==> src/hw/rtl/adpcm4_pkg.sv <==
`timescale 1ns / 1ps

package adpcm4_pkg;

  localparam int unsigned SampleW = 12;
  localparam int unsigned PosW    = 6;
  localparam int unsigned StepW   = 11;
  localparam int unsigned NumSteps = 49;

  localparam logic [PosW-1:0]     MaxPos    = 6'd48;
  localparam logic signed [13:0]  SampleMax = 14'sd2047;
  localparam logic signed [13:0]  SampleMin = -14'sd2048;

  localparam logic [StepW-1:0] StepTable [NumSteps] = '{
    11'd16,   11'd17,   11'd19,   11'd21,   11'd23,   11'd25,   11'd28,
    11'd31,   11'd34,   11'd37,   11'd41,   11'd45,   11'd50,   11'd55,
    11'd60,   11'd66,   11'd73,   11'd80,   11'd88,   11'd97,   11'd107,
    11'd118,  11'd130,  11'd143,  11'd157,  11'd173,  11'd190,  11'd209,
    11'd230,  11'd253,  11'd279,  11'd307,  11'd337,  11'd371,  11'd408,
    11'd449,  11'd494,  11'd544,  11'd598,  11'd658,  11'd724,  11'd796,
    11'd876,  11'd963,  11'd1060, 11'd1166, 11'd1282, 11'd1411, 11'd1552
  };

  typedef struct packed {
    logic [SampleW-1:0] predictor;
    logic [PosW-1:0]    step_pos;
  } dec_state_t;

endpackage

==> src/hw/rtl/adpcm4_nibble.sv <==
`timescale 1ns / 1ps

module adpcm4_nibble (
  input  adpcm4_pkg::dec_state_t state_i,
  input  logic [3:0]             code_i,
  output adpcm4_pkg::dec_state_t state_o
);
  import adpcm4_pkg::*;

  logic [PosW-1:0]      pos_lim;
  logic [SampleW-1:0]   step_w;
  logic [SampleW-1:0]   delta;
  logic signed [13:0]   delta_s;
  logic signed [13:0]   sum;
  logic [PosW:0]        pos_up;

  always_comb begin
    pos_lim = (state_i.step_pos > MaxPos) ? MaxPos : state_i.step_pos;
    step_w  = {1'b0, StepTable[pos_lim]};

    delta = step_w >> 3;
    if (code_i[0]) delta = delta + (step_w >> 2);
    if (code_i[1]) delta = delta + (step_w >> 1);
    if (code_i[2]) delta = delta + step_w;

    delta_s = code_i[3] ? -$signed({2'b00, delta}) : $signed({2'b00, delta});
    sum     = $signed({{2{state_i.predictor[SampleW-1]}}, state_i.predictor}) + delta_s;

    priority if (sum > SampleMax) begin
      state_o.predictor = SampleMax[SampleW-1:0];
    end else if (sum < SampleMin) begin
      state_o.predictor = SampleMin[SampleW-1:0];
    end else begin
      state_o.predictor = sum[SampleW-1:0];
    end

    // small magnitudes walk down by one, large ones up by 2, 4, 6 or 8
    pos_up = {1'b0, pos_lim} + {4'd0, code_i[1:0], 1'b0} + 7'd2;
    if (!code_i[2]) begin
      state_o.step_pos = (pos_lim == '0) ? '0 : pos_lim - 6'd1;
    end else begin
      state_o.step_pos = (pos_up > {1'b0, MaxPos}) ? MaxPos : pos_up[PosW-1:0];
    end
  end

endmodule

==> src/hw/rtl/adpcm_4bit_stream_decoder.sv <==
`timescale 1ns / 1ps

// 4-bit ADPCM stream decoder.
// Input channel: one beat carries code_byte_i, two packed 4-bit codes.
// Output channel: one beat per decoded 12-bit signed sample (Q1.11); the
// low nibble's sample comes first with last_of_pair_o = 0, then the high
// nibble's with last_of_pair_o = 1.
// Both channels move a beat when valid is high and stall is low.
// The low sample is decoded from the byte register and offered from the output
// register; the high sample follows once the decoder advances again. The
// single nibble decoder is shared by both codes of a byte and
// carries predictor and step position from one code to the next.
// The next byte is taken in the cycle the high nibble is decoded, while the
// previous sample may still sit in the output register.
// A stall on the output holds the output register and the decoder; the
// input then stalls once its byte register is full.
// Reset clears predictor and step position to zero and drops all beats.
module adpcm_4bit_stream_decoder (
  input  logic         clk_i,
  input  logic         rst_ni,
  input  logic         in_valid_i,
  output logic         in_stall_o,
  input  logic [7:0]   code_byte_i,
  output logic         out_valid_o,
  input  logic         out_stall_i,
  output logic [11:0]  sample_o,
  output logic         last_of_pair_o
);
  import adpcm4_pkg::*;

  logic               in_valid_q, in_valid_d;
  logic               half_q, half_d;
  logic [7:0]         byte_q;
  logic               out_valid_q, out_valid_d;
  logic [SampleW-1:0] sample_q;
  logic               last_q;
  dec_state_t         state_q, state_d;
  logic [3:0]         code;
  logic               advance;
  logic               in_take;

  adpcm4_nibble u_nibble (
    .state_i (state_q),
    .code_i  (code),
    .state_o (state_d)
  );

  assign code       = half_q ? byte_q[7:4] : byte_q[3:0];
  assign advance    = in_valid_q && (!out_valid_q || !out_stall_i);
  assign in_stall_o = in_valid_q && !(advance && half_q);
  assign in_take    = in_valid_i && !in_stall_o;

  always_comb begin
    in_valid_d = in_valid_q;
    half_d     = half_q;
    if (advance) begin
      half_d = !half_q;
      if (half_q) in_valid_d = 1'b0;
    end
    if (in_take) begin
      in_valid_d = 1'b1;
      half_d     = 1'b0;
    end
    out_valid_d = advance ? 1'b1 : (out_valid_q && out_stall_i);
  end

  always_ff @(posedge clk_i or negedge rst_ni) begin
    if (!rst_ni) begin
      in_valid_q  <= 1'b0;
      half_q      <= 1'b0;
      out_valid_q <= 1'b0;
      state_q     <= '0;
    end else begin
      in_valid_q  <= in_valid_d;
      half_q      <= half_d;
      out_valid_q <= out_valid_d;
      if (advance) state_q <= state_d;
    end
  end

  always_ff @(posedge clk_i) begin
    if (in_take) byte_q <= code_byte_i;
    if (advance) begin
      sample_q <= state_d.predictor;
      last_q   <= half_q;
    end
  end

  assign out_valid_o    = out_valid_q;
  assign sample_o       = sample_q;
  assign last_of_pair_o = last_q;

`ifndef NO_ASSERTIONS
  a_pos_range: assert property (@(posedge clk_i) disable iff (!rst_ni)
    state_q.step_pos <= MaxPos)
    else $error("step position left table range");

  a_take_starts_low: assert property (@(posedge clk_i) disable iff (!rst_ni)
    in_take |=> in_valid_q && !half_q)
    else $error("new byte did not start with low nibble");

  a_low_then_high: assert property (@(posedge clk_i) disable iff (!rst_ni)
    advance && !half_q |=> in_valid_q && half_q && out_valid_o && !last_of_pair_o)
    else $error("low nibble not followed by high nibble");

  a_no_take_on_low: assert property (@(posedge clk_i) disable iff (!rst_ni)
    in_valid_q && !half_q |-> in_stall_o)
    else $error("byte taken while low nibble pending");
`endif

endmodule
==> config.mk <==
export PLATFORM = sky130hd
export DESIGN_NAME = adpcm_4bit_stream_decoder
export DESIGN_NICKNAME = d
export VERILOG_FILES = /design/src/hw/rtl/adpcm4_pkg.sv /design/src/hw/rtl/adpcm4_nibble.sv /design/src/hw/rtl/adpcm_4bit_stream_decoder.sv
export SDC_FILE = /design/constraint.sdc
export NUM_CORES = 1
export LEC_CHECK = 0
export BUFFER_PORTS_ARGS = -buffer_cell sky130_fd_sc_hd__buf_2
export CAP_MARGIN = 20
export CORE_MARGIN = 4
export CORE_UTILIZATION = 55
export DETAILED_ROUTE_END_ITERATION = 16
export PLACE_DENSITY = 0.73
export SLEW_MARGIN = 20
export SYNTH_ARGS = -nofsm -noshare
export SYNTH_HDL_FRONTEND = slang
export SYNTH_SLANG_ARGS = --single-unit
export TNS_END_PERCENT = 50
==> constraint.sdc <==
create_clock -name clk_i -period 23.9 [get_ports clk_i]
set_input_delay 2.39 -clock clk_i [delete_from_list [all_inputs] [get_ports clk_i]]
set_output_delay 2.39 -clock clk_i [all_outputs]
set_load 0.005 [all_outputs]
After elaboration in Yosys (flattened, before gate mapping) --
Memories as Yosys holds them, arrays and structs flattened. Cells that the tools add are included.
Operators by class: bitwise gates (word level) 1, add/sub/neg operators 8, order comparisons 5, muxes and demuxes 19, reductions and logical operators 15
Operators by type and width (number):
- $mux 12 | 4
- $mux 6 | 4
- $mux 11 | 2
- $add 12x14->14 | 1
- $gt 14x12->1 const B | 1
- $lt 14x12->1 const B | 1
- $mux 14 | 1
- $neg 12->14 | 1
- $add 12x10->12 | 1
- $add 12x11->12 | 1
- $add 8x9->10 | 1
- $mux 10 | 1
- $add 6x3->7 | 1
- $add 7x2->7 const B | 1
- $ge 7x7->1 const B | 1
- $gt 7x6->1 const B | 1
- $not 6->7 | 1
- $gt 6x6->1 const B | 1
- $logic_not 6->1 | 1
- $mux 1 | 6
- $sub 6x1->6 const B | 1
- $logic_and 1x1->1 | 5
- $logic_not 1->1 | 5
- $mux 4 | 1
- other kinds (3) | 4
Word-level totals: ROM bits 704, input bits 12, word-level logic and storage cells 57, flip-flop bits (word level) 42, memories kept 1
Memories:
- (no name shown) | words 64, width 11, rd ports 1, clocked after Yosys merged registers in 0, write ports 0, line adpcm4_nibble.sv:19 | step_w = {1'b0, StepTable[pos_lim]};

Depth between registers and ports, before layout --
Gate-level depths: netlist of run 1.
word-level depth 18, mapped depth 44

Cells and area by module --
A second synthesis of run 1 with hierarchy kept.
Second synthesis, totals: cells, all modules 658, area total of the unflattened synthesis 5704.2 um^2
Modules (own cells, without submodules):
- adpcm4_nibble | area an instance 4195.3 um^2, cells an instance 582, times used 1
- adpcm_4bit_stream_decoder | area an instance 1508.9 um^2, cells an instance 76, times used 1

Worst setup path after synthesis of run 1 --
OpenSTA, ideal clock, no wires.
path kind register to register, from reg state_q[5] (netlist bit), to reg sample_q[10] (netlist: sample_o[10]) (data pin), required time 23.625 ns, cell stages (with the launch flop) 42, setup slack 15.185 ns, buffers on the path 3, period minus slack after synthesis 8.715 ns, arrival 8.440 ns, setup time 0.275 ns, cells stage by stage dfrtp_1 > clkbuf_1 > clkbuf_1 > nand2_1 > nand2_1 > ha_1 > inv_1 > ha_1 > nor2_1 > a21oi_1 > o22ai_1 > o21ai_0 > ha_1 > fa_1 > a211oi_1 > nor4_1 > or4_1 > ha_1 > [6 not listed] > ha_1 > or3_1 > o22ai_1 > mux2i_1 > a21oi_1 > and2_1 > a21oi_1 > xnor2_1 > ha_1 > or3_1 > o21ai_0 > nor2_1 > a21oi_1 > o21bai_1 > and4_4 > buf_6 > o31ai_2 > o21ai_1
RTL lines:
- from (decl) | line adpcm_4bit_stream_decoder.sv:37 | dec_state_t state_q, state_d;
- from (signal assigned) | line adpcm_4bit_stream_decoder.sv:77 | if (advance) state_q <= state_d;
- to (signal assigned) | line adpcm_4bit_stream_decoder.sv:84 | sample_q <= state_d.predictor;
- to (decl) | line adpcm_4bit_stream_decoder.sv:35 | logic [SampleW-1:0] sample_q;

==> results of run 1 <==
## path summary, 6_finish.rpt
| path | depth (start not counted) | endpoint | start | slack (ns) |
|---|---|---|---|---|
| min in group asynchronous | 1 | state_q[4]$_DFFE_PN0P_ | rst_ni | 2.05 |
| worst max-delay path | 37 | sample_o[9]$_DFFE_PP_ | state_q[5]$_DFFE_PN0P_ | 13.30 |
| worst min-delay path | 1 | out_valid_o$_DFF_PN0_ | in_valid_q$_DFFE_PN0P_ | 0.50 |
| worst min register to register | 1 | out_valid_o$_DFF_PN0_ | in_valid_q$_DFFE_PN0P_ | 0.50 |
| max in group asynchronous | 1 | state_q[8]$_DFFE_PN0P_ | rst_ni | 21.51 |
| worst max register to register | 37 | sample_o[9]$_DFFE_PP_ | state_q[5]$_DFFE_PN0P_ | 13.30 |
## critical path, delay by kind of cell (launching register included)
family | cells | cell delay, ns
xor+xnor | 1 | 0.17
fa+ha+maj | 7 | 2.31
compound gates | 15 | 3.12
mux | 1 | 0.63
flops | 1 | 0.95
simple gates | 11 | 2.87
buf+inv | 2 | 0.24
## area by class of cell
cell class | count | share of cell area, %
Multi-Input combinational cell | 586 | 71.5
Sequential cell | 42 | 19.8
Tap cell | 133 | 2.84
Timing Repair Buffer | 30 | 2.74
Inverter | 27 | 1.73
Clock buffer | 6 | 1.24
Clock inverter | 2 | 0.235
## sequential cells by signal, summed over array words and instances, names as in the netlist
signal and cells:
byte_q 8, half_q 1, in_valid_q 1, last_of_pair_o 1, out_valid_o 1, sample_o 12
state_q 18
## logic make-up (layout without fill, tap and decap cells)
kind of cell | count (synthesis) | in the layout
AOI/OAI and AO/OA | 254 | 254
and+or+nand+nor | 219 | 219
adders and majority gates | 62 | 62
buffers and inverters | 54 | 65
DFF | 42 | 42
xor gates and xnor gates | 28 | 28
muxes | 23 | 23
## layer usage
layer / GRT usage (%) / up-vias / part of all wire, %
met3: 2.43 / 26 / 5.0
met2: 39.6 / 174 / 46
met4: 7.30 / 0 / 2.1
li1: - / 2606 / -
met1: 35.1 / 2415 / 47
met5: 0 / - / 0
## cells in the mapped netlist, types with 13 or more instances
| cell | instances | area share, % |
|---|---|---|
| ha_1 | 57 | 13 |
| nor2_1 | 71 | 4.8 |
| nand2_1 | 49 | 3.3 |
| nor3_1 | 15 | 1.3 |
| xnor2_1 | 24 | 3.8 |
| dfrtp_1 | 21 | 9.4 |
| inv_1 | 23 | 1.5 |
| a21oi_1 | 64 | 5.7 |
| mux2i_1 | 15 | 2.7 |
| clkbuf_1 | 13 | 0.88 |
| edfxtp_1 | 21 | 11 |
| a31oi_1 | 15 | 1.7 |
| a211oi_1 | 13 | 1.7 |
| o21ai_0 | 33 | 3.0 |
| o21ai_1 | 18 | 1.6 |
## per-stage QoR
step                      std cells  hold slack [ns]  setup slack (ns)  cell area [um^2]
after floorplan                 682            0.447             15.19              5580
after global placement          818            0.459             13.79              5770
after detailed placement        818            0.480             13.52              5770
after CTS                       826            0.499             13.48              5850
after global routing            826            0.520             12.45              5850
final                           826            0.497             13.30              5850
==> impl_metrics.csv, run 1 <==
group,metric,value,unit
outcome,outcome,"completed",
sta,maxSlewHeadroom,35.8,%
routing,vias,5221,
cts,cts.clk_slew.worst_paths,0.09,ns
synthesis,synth-async-reset-ratio,50.0,%
floorplanning,start_util,56.8,%
cts,cts_resized,0,
cts,cts_tree,"yes",
floorplanning,die_w,109,um
cts,cts_buffers,5,
sta,setup_viol,0,
setup_path,critPathRequiredTime,23.91,ns
synthesis,ys_warn_count,0,
synthesis,synth_xor_area_share,4.40,%
sta,period_share,44.4,%
floorplanning,die_height,109,um
global_routing,antenna_found_initial,0,
layout,layout-drive-gt1-share,11.4,%
cts,ctsHoldBuffers,0,
synthesis,synth_fp_nets,756,
cts,clockBufferDepth,2,
routing,via_per_inst,6.32,
sta,fmax,94.3,MHz
sta,worstMarginPinSlew,0.963,ns
synthesis,synth-seq-cells,42,
synthesis,ys_seq_area_share,20.7,%
synthesis,synth_mux_area_share,4.62,%
global_routing,grt_overflow,0,
sta,finalClockSkew,0.0123,ns
sta,rsz0062_at_grt,"no",
synthesis,synth_edf_count,21,
setup_path,worst_path_max_delay_cell,"dfrtp_1",
setup_path,slowest_delay,0.95,ns
routing,drtPass1Iterations,5,
job,drv_cap,0,
cts,cts_setup_buffers,0,
routing,wire_per_inst,16.7,um
synthesis,syn_inst,682,
routing,drt_iter0_markers,497,
setup_path,worstPathMaxFanout,31,
synthesis,synth_fa_ha_area_share,14.6,%
sta,setup-tns-final,0,ns
synthesis,synth_compound_area_share,31.5,%
synthesis,syn_area_per_cell,8.18,um^2
floorplanning,pin_count,27,
layout,multi_input_area,0.00418,mm^2
layout,final_nets,766,
cts,clock_latency,0.30,ns
synthesis,yosysUniqueCellTypes,84,
sta,hold_viol_final,0,
floorplanning,dieArea,0.0118,mm^2
layout,diodes,0,
sta,fin_crit,10.60,ns
cts,clock_sinks,42,
routing,drc_errors,0,
layout,nFillCells,900,
setup_path,arrival,10.61,ns
placed_design,gp_congestion,0.903,
layout,area_delta_synth_final,4.96,%
synthesis,synth_area,0.00558,mm^2
sta,final-max-slew-violation-count,0,
synthesis,synth_top_family_by_area,"compound AO/OA/AOI/OAI gates",
floorplanning,coreArea,0.00982,mm^2
global_routing,grt_pass1_vias,4975,
setup_path,start_kind,"flop",
cts,cts_htree_levels,2,
global_routing,grt_pass1_wl,23900,um
routing,drt_wl_total,13800,um
layout,mostFrequentLayoutCell,"nor2_1",
global_routing,grt_start_max_net_pins,33,
layout,seq_area,0.00116,mm^2
placed_design,hpwl,10900,um
floorplanning,rows,36,
setup_path,cp-end-kind,"flop",
routing,ant_nets,0,
synthesis,ys.flop_type,"edfxtp_1",
global_routing,track_usage,24.6,%
placed_design,port_buffers,26,
cts,cts-root-buf,"clkbuf_8",
setup_path,crit_type,"flop to flop",
hold_path,hold_class,"flop to flop",
layout,mostFrequentLayoutCells,"nor2_1 (71), a21oi_1 (64), ha_1 (57)",
synthesis,synthSimpleGateAreaFrac,19.9,%
layout,final_core_util,59.6,%
Power of run 1 is left out: the tool's default activity adds up to more than one toggle a clock period on the data nets, which glitch-free logic cannot reach.
==> run 2, diff against run 1 <==
--- a/config.mk
+++ b/config.mk
@@ -5,12 +5,13 @@
 export SDC_FILE = /design/constraint.sdc
 export NUM_CORES = 1
 export LEC_CHECK = 0
+export ABC_AREA = 1
 export BUFFER_PORTS_ARGS = -buffer_cell sky130_fd_sc_hd__buf_2
 export CAP_MARGIN = 20
 export CORE_MARGIN = 4
 export CORE_UTILIZATION = 55
 export DETAILED_ROUTE_END_ITERATION = 16
-export PLACE_DENSITY = 0.73
+export PLACE_DENSITY = 0.76
 export SLEW_MARGIN = 20
 export SYNTH_ARGS = -nofsm -noshare
 export SYNTH_HDL_FRONTEND = slang
==> constraint.sdc (replaced) <==
create_clock -name clk_i -period 9.1 [get_ports clk_i]
set_input_delay 0.91 -clock clk_i [delete_from_list [all_inputs] [get_ports clk_i]]
set_output_delay 0.91 -clock clk_i [all_outputs]
set_load 0.005 [all_outputs]
==> run 2 against run 1 <==
  * Routed wire length rose by 6.5%
  * Worst setup slack got worse by 13 ns
  * Register-to-register slack worse by 13 ns
  * Final cell count grew 24%
  * Global-route usage is 0.48 points higher
  * Synthesized cell count rose by 26%
  * Largest cell class unchanged
==> impl_metrics.csv, run 2 <==
group,metric,value,unit
outcome,outcome,"completed",
setup_path,path_buf_inv,9,
synthesis,synth-seq-cells,42,
layout,mostFrequentLayoutCell,"nand2_1",
global_routing,grt_pass1_wl,23700,um
placed_design,port_buffers,26,
synthesis,synth-async-reset-ratio,50.0,%
cts,clock_latency,0.31,ns
synthesis,synthSimpleGateAreaFrac,36.4,%
sta,final-max-slew-violation-count,0,
sta,fin_crit,8.51,ns
setup_path,critPathRequiredTime,9.16,ns
setup_path,arrival,8.57,ns
synthesis,synth_area_leaders,"nand2_1 (18%), ha_1 (13%), edfxtp_1 (11%)",
global_routing,grt_overflow,0,
floorplanning,rows,36,
floorplanning,die_height,108,um
synthesis,ys.flop_type,"edfxtp_1",
routing,top_layer_used,"met4",
synthesis,synth_fa_ha_area_share,14.8,%
setup_path,start_kind,"flop",
cts,ctsHoldBuffers,0,
setup_path,cp-end-kind,"flop",
synthesis,yosysMostFrequentCell,"nand2_1",
layout,mostFrequentLayoutCells,"nand2_1 (268), inv_1 (119), nand3_1 (87)",
job,drv_cap,0,
routing,drt_wl_total,14700,um
setup_path,cp_top_family,"simple AND/OR/NAND/NOR gates",
synthesis,synth_mux_area_share,0,%
synthesis,ys_warn_count,0,
setup_path,slowest_delay,0.43,ns
synthesis,ys_seq_area_share,21.0,%
routing,vias,5627,
sta,worstMarginPinSlew,0.749,ns
synthesis,syn_area_per_cell,6.43,um^2
floorplanning,dieArea,0.0117,mm^2
routing,drt_iter0_markers,534,
layout,area_delta_synth_final,8.85,%
floorplanning,coreArea,0.00977,mm^2
synthesis,synth_top_area_share,18.3,%
global_routing,track_usage,25.1,%
synthesis,synth_common_cells,"nand2_1 (268), inv_1 (121), nand3_1 (87)",
layout,final_nets,964,
sta,maxSlewHeadroom,49.9,%
cts,cts.clk_slew.worst_paths,0.08,ns
cts,clockBufferDepth,2,
cts,cts_htree_levels,2,
synthesis,synth_fp_nets,930,
cts,cts_buffers,5,
global_routing,grt_pass1_vias,5094,
global_routing,antenna_found_initial,0,
routing,drc_errors,0,
sta,fmax,117,MHz
synthesis,syn_inst,856,
placed_design,gp_congestion,0.987,
synthesis,synth_top_family_by_area,"simple AND/OR/NAND/NOR gates",
sta,finalClockSkew,0.00597,ns
synthesis,synth_compound_area_share,11.6,%
routing,ant_nets,0,
routing,drtPass1Iterations,7,
floorplanning,die_w,108,um
sta,hold_slack,0.480,ns
layout,diodes,0,
routing,wl_met2,6660,um
cts,cts_tree,"yes",
routing,wl_met3,998,um
setup_path,crit_type,"flop to flop",
synthesis,synth_area,0.00550,mm^2
layout,nFillCells,895,
routing,wire_per_inst,14.4,um
synthesis,yosysUniqueCellTypes,45,
layout,largest_register_ffs,18,
hold_path,hold_class,"flop to flop",
setup_path,worstPathMaxFanout,10,
sta,period_share,93.6,%
routing,m1WireLength,6570,um
sta,setup_viol,0,
synthesis,synth_area_leader_cell,"nand2_1",
cts,clock_sinks,42,
placed_design,hpwl,11700,um
routing,via_per_inst,5.50,
floorplanning,start_util,56.3,%
layout,regMostFlops,"state_q",
setup_path,worst_path_max_delay_cell,"dfrtp_1",
setup_path,cp_common_cell,"nand2_1",
synthesis,synth_edf_count,21,
floorplanning,pin_count,27,
cts,cts-root-buf,"clkbuf_8",
layout,layout-drive-gt1-share,11.3,%
global_routing,grt_start_max_net_pins,35,
synthesis,synth_xor_area_share,5.57,%
layout,final_core_util,61.3,%
sta,hold_viol_final,0,
-- run 2: changes by cell type after synthesis, sizes merged, moves of 13 or more --
cell   before  now
nand2      49  279
inv        26  124
nand3      11   89
a21oi      66   43
o31ai      20    1
xor2        4   23
mux2i      16    0
nor2       72   56
o21ai      51   38
-- run 2: layer usage --
layer,up-vias,global-route usage (%)
li1,2848,-
met1,2522,34.8
met2,208,40.6
met3,49,3.58
met4,0,7.84
met5,-,0
-- run 2: cell families after synthesis --
logic type | Yosys count
simple gates | 463
buf+inv | 144
compound gates | 110
fa+ha+maj | 62
flops | 42
xor+xnor | 35
-- run 2: layout make-up --
class	count	area (um^2)	share of cell area, %
multi-input cells	671	3830	64.0
flip-flops and latches	42	1160	19.3
inverters	126	473	7.90
repair buffers	44	273	4.56
well taps	133	166	2.78
clock buffers	6	72.6	1.21
clock inverters	2	13.8	0.230
-- run 2: path summary, 6_finish.rpt --
path / endpoint / slack (ns) / cells past startpoint / start
setup / recovery: sample_o[10]$_DFFE_PP_ / 0.59 / 57 / state_q[4]$_DFFE_PN0P_
hold / removal: out_valid_o$_DFF_PN0_ / 0.48 / 2 / in_valid_q$_DFFE_PN0P_
setup reg to reg: sample_o[10]$_DFFE_PP_ / 0.59 / 57 / state_q[4]$_DFFE_PN0P_
hold reg to reg: out_valid_o$_DFF_PN0_ / 0.48 / 2 / in_valid_q$_DFFE_PN0P_
max in group asynchronous: state_q[16]$_DFFE_PN0P_ / 8.18 / 1 / rst_ni
min in group asynchronous: state_q[5]$_DFFE_PN0P_ / 0.56 / 1 / rst_ni
-- run 2: worst reg2reg max path, delay by kind of cell (launching register included) --
family	cells	cell delay [ns]
AND/OR/NAND/NOR	28	3.20
adder cells (fa/ha/maj)	7	1.93
AO/OA/AOI/OAI	8	1.14
buffers and inverters	9	0.84
XOR/XNOR	5	0.72
flip-flops	1	0.43
-- run 2: repair_timing --
action / in CTS / in global routing
buffers inserted: 0 / 2
gates resized for setup: 0 / 21
endpoints found under the setup margin: 0 / 24
-- run 2: through the flow --
step	setup WS (ns)	TNS [ns]	cells	area, um^2
after floorplan	1.10	0	856	5500
after global placement	0.522	0	1012	5800
after detailed placement	0.202	0	1012	5800
after CTS	0.194	0	1020	5880
after global routing	-0.00760	-0.0104	1024	5990
final	0.586	0	1024	5990
Power of run 2 is left out for the same reason.
==> run 3, diff against run 2 <==
--- a/config.mk
+++ b/config.mk
@@ -9,9 +9,10 @@
 export BUFFER_PORTS_ARGS = -buffer_cell sky130_fd_sc_hd__buf_2
 export CAP_MARGIN = 20
 export CORE_MARGIN = 4
-export CORE_UTILIZATION = 55
+export CORE_UTILIZATION = 48
+export CTS_BUF_LIST = sky130_fd_sc_hd__clkbuf_16
 export DETAILED_ROUTE_END_ITERATION = 16
-export PLACE_DENSITY = 0.76
+export PLACE_DENSITY = 0.77
 export SLEW_MARGIN = 20
 export SYNTH_ARGS = -nofsm -noshare
 export SYNTH_HDL_FRONTEND = slang
==> run 3 against run 2 <==
  * Maximum frequency rose by 0.67%
  * Die area is 13% higher
  * Worst hold slack better by 0.0039 ns
  * Utilization fell by 6.7 points
  * Sequential share of layout area fell by 0.080 points
  * Critical path depth is 3 lower
  * First-iteration DRC count shrank 8.6%
  * Final cell count about the same
  * Count of clock-buffer cells in the layout fell by 1
  * Clock skew shrank 0.0011 ns
==> impl_metrics.csv, run 3 (synthesis results as in run 2) <==
group,metric,value,unit
hold_path,hold_class,"flop to flop",
cts,cts-root-buf,"clkbuf_16",
floorplanning,dieArea,0.0132,mm^2
setup_path,cp-end-kind,"flop",
outcome,outcome,"completed",
routing,drc_errors,0,
sta,maxSlewHeadroom,53.9,%
sta,setup_viol,0,
setup_path,start_kind,"flop",
floorplanning,die_height,115,um
setup_path,critPathRequiredTime,9.12,ns
placed_design,hpwl,11100,um
setup_path,crit_type,"flop to flop",
sta,final-max-slew-violation-count,0,
setup_path,r2r-end,"sample_o[4]$_DFFE_PP_",
global_routing,antenna_found_initial,0,
sta,hold_viol_final,0,
global_routing,grt_overflow,0,
placed_design,dpl_worst_slack,0.169,ns
layout,largest_register_ffs,18,
routing,drt_iter0_markers,488,
setup_path,crit_start,"state_q[2]$_DFFE_PN0P_",
cts,clock_latency,0.28,ns
cts,cts.clk_slew.worst_paths,0.06,ns
job,drv_cap,0,
global_routing,grt_pass1_wl,23300,um
placed_design,port_buffers,26,
placed_design,place_inst,1014,
floorplanning,coreArea,0.0110,mm^2
cts,ctsHoldBuffers,0,
setup_path,r2r_setup_slack,0.64,ns
floorplanning,pin_count,27,
setup_path,cp_common_cell,"nand2_1",
global_routing,grt_start_max_net_pins,35,
floorplanning,die_w,115,um
routing,ant_nets,0,
global_routing,grt_pass1_vias,5097,
setup_path,arrival,8.48,ns
layout,area_delta_synth_final,9.30,%
global_routing,track_usage,21.6,%
routing,drt_wl_total,14200,um
setup_path,worstPathMaxFanout,7,
setup_path,rr_startpoint,"state_q[2]$_DFFE_PN0P_",
sta,finalClockSkew,0.00484,ns
routing,drtPass1Iterations,6,
floorplanning,rows,38,
layout,diodes,0,
layout,mostFrequentLayoutCells,"nand2_1 (267), inv_1 (119), nand3_1 (86)",
layout,layout-drive-gt1-share,10.4,%
sta,finalWorstSetupSlack,0.642,ns
sta,worstMarginPinSlew,0.690,ns
sta,fmax,118,MHz
setup_path,worst_path_max_delay_cell,"dfrtp_1",
layout,finalNonFillerCells,1025,
setup_path,slowest_delay,0.42,ns
cts,clock_sinks,42,
routing,vias,5599,
floorplanning,start_util,49.9,%
placed_design,gp_congestion,0.940,
setup_path,cp-endpoint,"sample_o[4]$_DFFE_PP_",
sta,fin_crit,8.46,ns
layout,final_nets,958,
setup_path,ff2ff_path_depth,54,
sta,period_share,92.9,%
layout,regMostFlops,"state_q",
routing,via_per_inst,5.46,
cts,cts_htree_levels,2,
cts,clockBufferDepth,2,
layout,mostFrequentLayoutCell,"nand2_1",
routing,wire_per_inst,13.9,um
cts,cts_tree,"yes",
cts,cts_buffers,5,
[run 3: how the worst min path moves through the flow]
stage | cells after the start | from | endpoint
2_1_floorplan | 2 | in_valid_q$_DFFE_PN0P_ | out_valid_o$_DFF_PN0_
3_3_place_gp | 2 | in_valid_q$_DFFE_PN0P_ | out_valid_o$_DFF_PN0_
3_5_place_dp | 2 | in_valid_q$_DFFE_PN0P_ | out_valid_o$_DFF_PN0_
4_1_cts | 2 | in_valid_q$_DFFE_PN0P_ | out_valid_o$_DFF_PN0_
5_1_grt | 2 | in_valid_q$_DFFE_PN0P_ | out_valid_o$_DFF_PN0_
6_report | 2 | in_valid_q$_DFFE_PN0P_ | out_valid_o$_DFF_PN0_
[run 3: layout make-up]
class | instances | area (um^2)
multi-input cells | 671 | 3840
clock inverters | 3 | 11.3
well taps | 140 | 175
flip-flops and latches | 42 | 1160
clock buffers | 5 | 125
inverters | 126 | 473
repair buffers | 38 | 228
fillers | 1087 | 5020
[run 3: stage by stage]
step           utilization, %  setup TNS (ns)  hold slack, ns  instance area, um^2
6_report                 54.5               0           0.484                 6010
5_1_grt                  54.5          -0.804           0.522                 6010
4_1_cts                  53.5               0           0.485                 5910
3_5_place_dp             52.3               0           0.467                 5770
3_3_place_gp             52.3               0           0.464                 5770
2_1_floorplan               -               0           0.447                 5500
[run 3: per-layer routing]
layer / track usage [%] / vias to the layer above / share of wire [%]
li1: - / 2844 / -
met1: 30.4 / 2527 / 48
met2: 34.2 / 185 / 44
met3: 2.63 / 43 / 4.9
met4: 7.28 / 0 / 2.9
met5: 0 / - / 0
[run 3: worst max-delay path: cells and delay by family, from the launching register on]
kind                       cells  cell delay (ns)
xor gates and xnor gates       5             0.73
adders and majority gates      6             1.96
buffers and inverters          6             0.47
AOI/OAI and AO/OA              8             1.06
DFF                            1             0.42
and+or+nand+nor               29             3.53
[run 3: what timing repair did]
| action | 4_1_cts | 5_1_grt |
|---|---|---|
| gates resized for setup | 0 | 22 |
| setup endpoints to repair | 0 | 24 |
| buffers inserted | 0 | 1 |
Power of run 3 is left out for the same reason.
